**src/hw/rtl/ffa_ram.sv**
```systemverilog
// Generic single-write, single-read RAM with registered read data.
// No dependencies.
`default_nettype none
module ffa_ram #(
  parameter int unsigned WIDTH = 8,
  parameter int unsigned DEPTH = 16
) (
  input  wire logic                     clk_i,
  input  wire logic                     we_i,
  input  wire logic [$clog2(DEPTH)-1:0] waddr_i,
  input  wire logic [WIDTH-1:0]         wdata_i,
  input  wire logic [$clog2(DEPTH)-1:0] raddr_i,
  output logic      [WIDTH-1:0]         rdata_o
);
  logic [WIDTH-1:0] mem_q [DEPTH];

  always_ff @(posedge clk_i) begin
    if (we_i) begin
      mem_q[waddr_i] <= wdata_i;
    end
    rdata_o <= mem_q[raddr_i];
  end
endmodule
`default_nettype wire

```
**config.mk**
```make
export PLATFORM = sky130hd
export DESIGN_NAME = ffa_ram
export DESIGN_NICKNAME = d
export VERILOG_FILES = /design/src/hw/rtl/ffa_ram.sv
export SDC_FILE = /design/constraint.sdc
export NUM_CORES = 1
export LEC_CHECK = 0
export BUFFER_PORTS_ARGS = -buffer_cell sky130_fd_sc_hd__buf_2
export CAP_MARGIN = 25
export CELL_PAD_IN_SITES_DETAIL_PLACEMENT = 1
export CELL_PAD_IN_SITES_GLOBAL_PLACEMENT = 1
export CORE_MARGIN = 8
export CORE_UTILIZATION = 43
export CTS_CLUSTER_SIZE = 25
export DETAILED_ROUTE_END_ITERATION = 10
export GPL_ROUTABILITY_DRIVEN = 0
export PLACE_DENSITY_LB_ADDON = 0.1
export SLEW_MARGIN = 10
export SYNTH_ARGS = -nofsm -noshare
export SYNTH_HDL_FRONTEND = slang
export SYNTH_SLANG_ARGS = --single-unit
```
**constraint.sdc**
```tcl
create_clock -name clk_i -period 2.23 [get_ports clk_i]
set_input_delay 0.1115 -clock clk_i [delete_from_list [all_inputs] [get_ports clk_i]]
set_output_delay 0.1115 -clock clk_i [all_outputs]
set_load 0.02 [all_outputs]
```
==> impl_metrics.json, run 1 <==
{
  "h-tree-depth": 4,
  "skew_ps": 7.64,
  "coreArea_um2": 11900,
  "overflow": 0,
  "period_share_pct": 61.9,
  "clk_latency_ps": 410,
  "io_pins": 26,
  "die_height_um": 125,
  "hold_path_class": "input pin to flop",
  "path_cells": "mux4_1 > a22oi_1 > nand2_1",
  "ant_nets": 0,
  "postPlaceCellArea_um2": 5530,
  "seq_area_um2": 4000,
  "final_nets": 299,
  "synth-adder-area-share_pct": 0,
  "routed_wirelength_um": 10600,
  "drt_iter0_drc": 198,
  "mostFrequentLayoutCells": "128 x edfxtp_1, 25 x buf_2, 18 x mux4_2",
  "status": "finished, final reports clean",
  "cp_num_buf_inv": 0,
  "ys_seq_area_share_pct": 77.8,
  "syn-num-nets": 247,
  "ys_ff_latch": 136,
  "antenna_cells": 0,
  "cts-root-buf": "clkbuf_16",
  "multi_input_area_um2": 1060,
  "cts_made_buffers": 17,
  "path_max_fanout": 1,
  "post-route-min-period_ps": 1380,
  "hold_slack_ps": 81.2,
  "slew_viol_final": 0,
  "worst_setup_path_end_kind": "flop",
  "synthXorXnorAreaFrac_pct": 0,
  "routedWlPerCell_um": 24.1,
  "clockBufferDepth": 2,
  "cts.clk_slew.worst_paths_ps": 60,
  "die_w_um": 125,
  "crit_family": "multiplexers",
  "max_freq_mhz": 724,
  "cts_num_sinks": 136,
  "syn_to_final_growth_pct": 21.1,
  "layout.cells.most_common": "edfxtp_1",
  "syn-instance-count": 229,
  "p_leak_nw": 2.13,
  "cts_tree": "yes",
  "cts_setup_buffers": 0,
  "synth_compound_area_share_pct": 2.33,
  "antenna_found_initial": 0,
  "io_buffer_count": 25,
  "grt_max_degree": 30,
  "yosys.area_share.simple_pct": 3.18,
  "synth_warnings": 0,
  "vdd.ir_drop.worst_mv": 0.505,
  "grt_setup_unrepaired": "false",
  "fillCellCount": 1046,
  "syn_area_um2": 5150,
  "finalSetupViolations": 0,
  "critical_path.slowest_cell": "mux4_1",
  "synth_top_family_by_area": "multiplexers",
  "syn_avg_cell_area_um2": 22.5,
  "hold_buffers": 0,
  "cts_resized": 0,
  "worst_pin_slew_ps": 845,
  "setup_tns_ps": 0,
  "drive_gt1_share_pct": 31.1,
  "drv_cap": 0,
  "grt_pass1_vias": 2639,
  "grt_usage_pct": 14.5,
  "std_cell_rows": 40,
  "routed_via_density": 5.50,
  "grt_pass1_wl_um": 16300,
  "die-area_um2": 15700,
  "final_util_pct": 52.6,
  "hold_violations": 0,
  "drc": 0,
  "dp_hpwl_um": 6830,
  "num_vias": 2419,
  "start_util_pct": 43.4,
  "cp.arrival_ps": 1670,
  "start_kind": "flop",
  "max-slew-margin-rel_pct": 43.5,
  "critPathKind": "flop to flop",
  "cp.required_ps": 2510,
  "slowest_delay_ps": 510,
  "firstDrtPassIters": 4,
  "synth_cell_types": 19,
  "power_density_nw_per_um2": 1040,
  "synthMuxAreaShare_pct": 15.0,
  "final_cell_area_um2": 6230
}
-- cell usage after synthesis --
| master | instances | area share [%] |
|---|---|---|
| a22oi_1 | 16 | 2.3 |
| and2_1 | 1 | 0.12 |
| and2b_1 | 1 | 0.15 |
| buf_2 | 3 | 0.29 |
| buf_4 | 1 | 0.15 |
| buf_6 | 3 | 0.66 |
| clkdlybuf4s25_2 | 3 | 0.58 |
| dfxtp_1 | 8 | 3.1 |
| edfxtp_1 | 128 | 75 |
| mux4_1 | 14 | 7.1 |
| mux4_2 | 18 | 7.9 |
| nand2_1 | 9 | 0.66 |
| nand2b_1 | 2 | 0.24 |
| nand3_1 | 1 | 0.097 |
| nand3b_1 | 2 | 0.29 |
| nor2_1 | 13 | 0.95 |
| nor2b_1 | 1 | 0.12 |
| nor3_1 | 4 | 0.39 |
| or3b_2 | 1 | 0.17 |
-- per-stage QoR --
step	instances	power (mW)	setup WS [ps]
final	440	6.48	849
after floorplan	229	3.09	626
after CTS	440	6.53	815
after global routing	440	6.65	763
after detailed placement	409	3.22	537
after global placement	409	3.22	539
-- logic make-up after synthesis --
logic type,after synthesis
flip-flops,136
buffers and inverters,10
AND/OR/NAND/NOR,35
multiplexers,32
AO/OA/AOI/OAI,16
-- worst paths after layout --
path	start	to	slack, ps	cells after the start
min reg2reg	mem_q[14][4]$_DFFE_PP_	rdata_o[4]$_DFF_P_	670	3
max reg2reg	mem_q[1][0]$_DFFE_PP_	rdata_o[0]$_DFF_P_	850	3
min	wdata_i[2]	mem_q[13][2]$_DFFE_PP_	80	1
max	mem_q[1][0]$_DFFE_PP_	rdata_o[0]$_DFF_P_	850	3
-- per-layer routing --
metal	wire length, um	GRT usage (%)	share of wire [%]
met5	0	0	0
met4	144	5.80	1.4
met3	432	3.82	4.1
met2	5340	22.9	50
met1	4700	18.8	44
-- where the power goes --
| part | total (mW) | internal [mW] | switching [mW] | leakage (nW) |
|---|---|---|---|---|
| Clock | 3.32 | 2.31 | 1.01 | 0.330 |
| Sequential | 2.88 | 2.86 | 0.0187 | 1.22 |
| Combinational | 0.281 | 0.114 | 0.167 | 0.575 |
| Total | 6.48 | 5.29 | 1.19 | 2.13 |
-- registers in the layout, indices dropped and copies added, names as in the netlist --
register	flops
mem_q	128
rdata_o	8
-- area by class of cell --
| cell class | count | area share [%] |
|---|---|---|
| Timing Repair Buffer | 43 | 4.58 |
| Clock inverter | 13 | 4.42 |
| Tap cell | 147 | 2.95 |
| Multi-Input combinational cell | 83 | 17.0 |
| Sequential cell | 136 | 64.2 |
| Clock buffer | 18 | 6.88 |
-- worst reg2reg max path: stages (launching register included) --
cell,delay [ps]
edfxtp_1,380
mux4_1,520
a22oi_1,280
nand2_1,90
Note: power is estimated with default switching activity, not from simulation.
==> run 2, diff against run 1 <==
Clock period 2.23 ns to 1.27 ns, I/O delays scaled along.
==> run 2 against run 1 <==
The run now ends with negative setup slack left. First-iteration DRC count down 17%. Non-clock buffer count up 11. Cell area down 0.60%. Register-to-register slack worse by 860 ps. Global-route usage about the same. Combinational power up 98%. Cell count up 3.0%. Power up 58%. Largest cell class unchanged. Clock skew about the same. Worst setup slack worse by 860 ps. Die area unchanged.
==> impl_metrics.json, run 2 (synthesized netlist as in run 1, its figures left out) <==
{
  "syn_to_final_growth_pct": 20.4,
  "worst_pin_slew_ps": 960,
  "die_w_um": 125,
  "switching_power_mw": 2.12,
  "cts.clk_slew.worst_paths_ps": 60,
  "cts_tree": "yes",
  "start_kind": "flop",
  "overflow": 0,
  "grt_pass1_vias": 2639,
  "cts_made_buffers": 17,
  "slowest_delay_ps": 480,
  "cp_num_buf_inv": 0,
  "p_leak_nw": 2.08,
  "skew_ps": 8.07,
  "layout.cells.most_common": "edfxtp_1",
  "cp-startpoint": "mem_q[0][0]$_DFFE_PP_",
  "critical_path.slowest_cell": "mux4_2",
  "vdd.ir_drop.worst_mv": 1.13,
  "cts-root-buf": "clkbuf_16",
  "slew_viol_final": 0,
  "place_inst": 420,
  "setup_tns_ps": -16.9,
  "num_vias": 2438,
  "drc": 0,
  "final_nets": 310,
  "cp.required_ps": 1570,
  "clockBufferDepth": 2,
  "largest_reg_flops": 128,
  "post-route-min-period_ps": 1280,
  "clk_latency_ps": 410,
  "critPathKind": "flop to flop",
  "grt_usage_pct": 14.5,
  "regToRegStartpoint": "mem_q[0][0]$_DFFE_PP_",
  "stdcell_count": 453,
  "io_buffer_count": 25,
  "crit_family": "multiplexers",
  "cts_num_sinks": 136,
  "total_power_mw": 10.2,
  "p_int_mw": 8.12,
  "final_cell_area_um2": 6200,
  "final_util_pct": 52.2,
  "path_cells": "mux4_2 > a22oi_2 > nand2_1",
  "min_from": "wdata_i[2]",
  "mostFrequentLayoutCells": "128 x edfxtp_1, 31 x mux4_2, 26 x buf_4",
  "status": "finished, violations left",
  "max-slew-margin-rel_pct": 35.9,
  "hold_slack_ps": 47.6,
  "period_share_pct": 101,
  "postPlaceCellArea_um2": 5630,
  "start_util_pct": 43.4,
  "firstDrtPassIters": 4,
  "worst_slack_ps": -13.8,
  "violations": "negative setup slack",
  "p_sw_share_pct": 20.7,
  "p_clk_share_pct": 45.2,
  "std_cell_rows": 40,
  "dp_slack_ps": -317,
  "io_pins": 26,
  "cts_setup_buffers": 0,
  "grt_pass1_wl_um": 16200,
  "routedWlPerCell_um": 23.6,
  "die-area_um2": 15700,
  "die_height_um": 125,
  "top_regs": "mem_q (128), rdata_o (8)",
  "ant_nets": 0,
  "routed_via_density": 5.38,
  "routed_wirelength_um": 10700,
  "p_seq_share_pct": 49.3,
  "power.share.combinational_pct": 5.4,
  "grt_setup_unrepaired": "true",
  "hold_path_class": "input pin to flop",
  "dp_hpwl_um": 6850,
  "fillCellCount": 1074,
  "drive_gt1_share_pct": 41.3,
  "path_max_fanout": 1,
  "grt_max_degree": 17,
  "coreArea_um2": 11900,
  "h-tree-depth": 4,
  "top_register": "mem_q",
  "power_density_nw_per_um2": 1650,
  "hold_violations": 0,
  "finalSetupViolations": 2,
  "worst_setup_path_end_kind": "flop",
  "cp.arrival_ps": 1590,
  "drt_iter0_drc": 164,
  "drv_cap": 0,
  "antenna_found_initial": 1,
  "max_freq_mhz": 779
}
run 2: cell types whose count changed in the layout (fill, tap and decap cells not counted), moves of 6 or more:
cell / change
a22oi_2: +10
bufinv_16: -6
mux4_1: -13
mux4_2: +13
a22oi_1: -10
buf_4: +10
run 2: metal layers:
| metal | share of wire [%] | up-vias | GRT usage [%] |
|---|---|---|---|
| met5 | 0 | - | 0 |
| met2 | 48 | 59 | 22.6 |
| li1 | - | 1089 | - |
| met4 | 1.6 | 0 | 6.16 |
| met3 | 5.4 | 13 | 4.72 |
| met1 | 45 | 1277 | 18.3 |
run 2: timing repair:
| action | 4_1_cts | 5_1_grt |
|---|---|---|
| hold buffers | 0 | 0 |
| endpoints found under the setup margin | 7 | 8 |
| resized for setup | 14 | 9 |
| pin swaps | 3 | 5 |
run 2: final timing paths:
path / endpoint / depth (start not counted) / slack (ps)
min reg2reg: rdata_o[3]$_DFF_P_ / 3 / 680
max: rdata_o[0]$_DFF_P_ / 3 / -10
max reg2reg: rdata_o[0]$_DFF_P_ / 3 / -10
min: mem_q[15][2]$_DFFE_PP_ / 1 / 50
run 2: power groups by stage:
stage               clock network [mW]  logic [mW]  registers [mW]
floorplan                            0       0.255            5.17
detailed placement                   0       0.537            5.14
global placement                     0       0.530            5.14
global route                      4.89       0.602            5.06
CTS                               4.73       0.560            5.05
finish                            4.63       0.555            5.05
run 2: layout make-up:
| type | instances | area [um2] | share of cell area [%] |
|---|---|---|---|
| Timing Repair Buffer | 54 | 380 | 6.14 |
| Multi-Input combinational cell | 83 | 1060 | 17.2 |
| Tap cell | 147 | 184 | 2.97 |
| Clock inverter | 14 | 134 | 2.16 |
| Antenna cell | 1 | 2.50 | 0.0404 |
| Sequential cell | 136 | 4000 | 64.6 |
| Clock buffer | 18 | 429 | 6.93 |
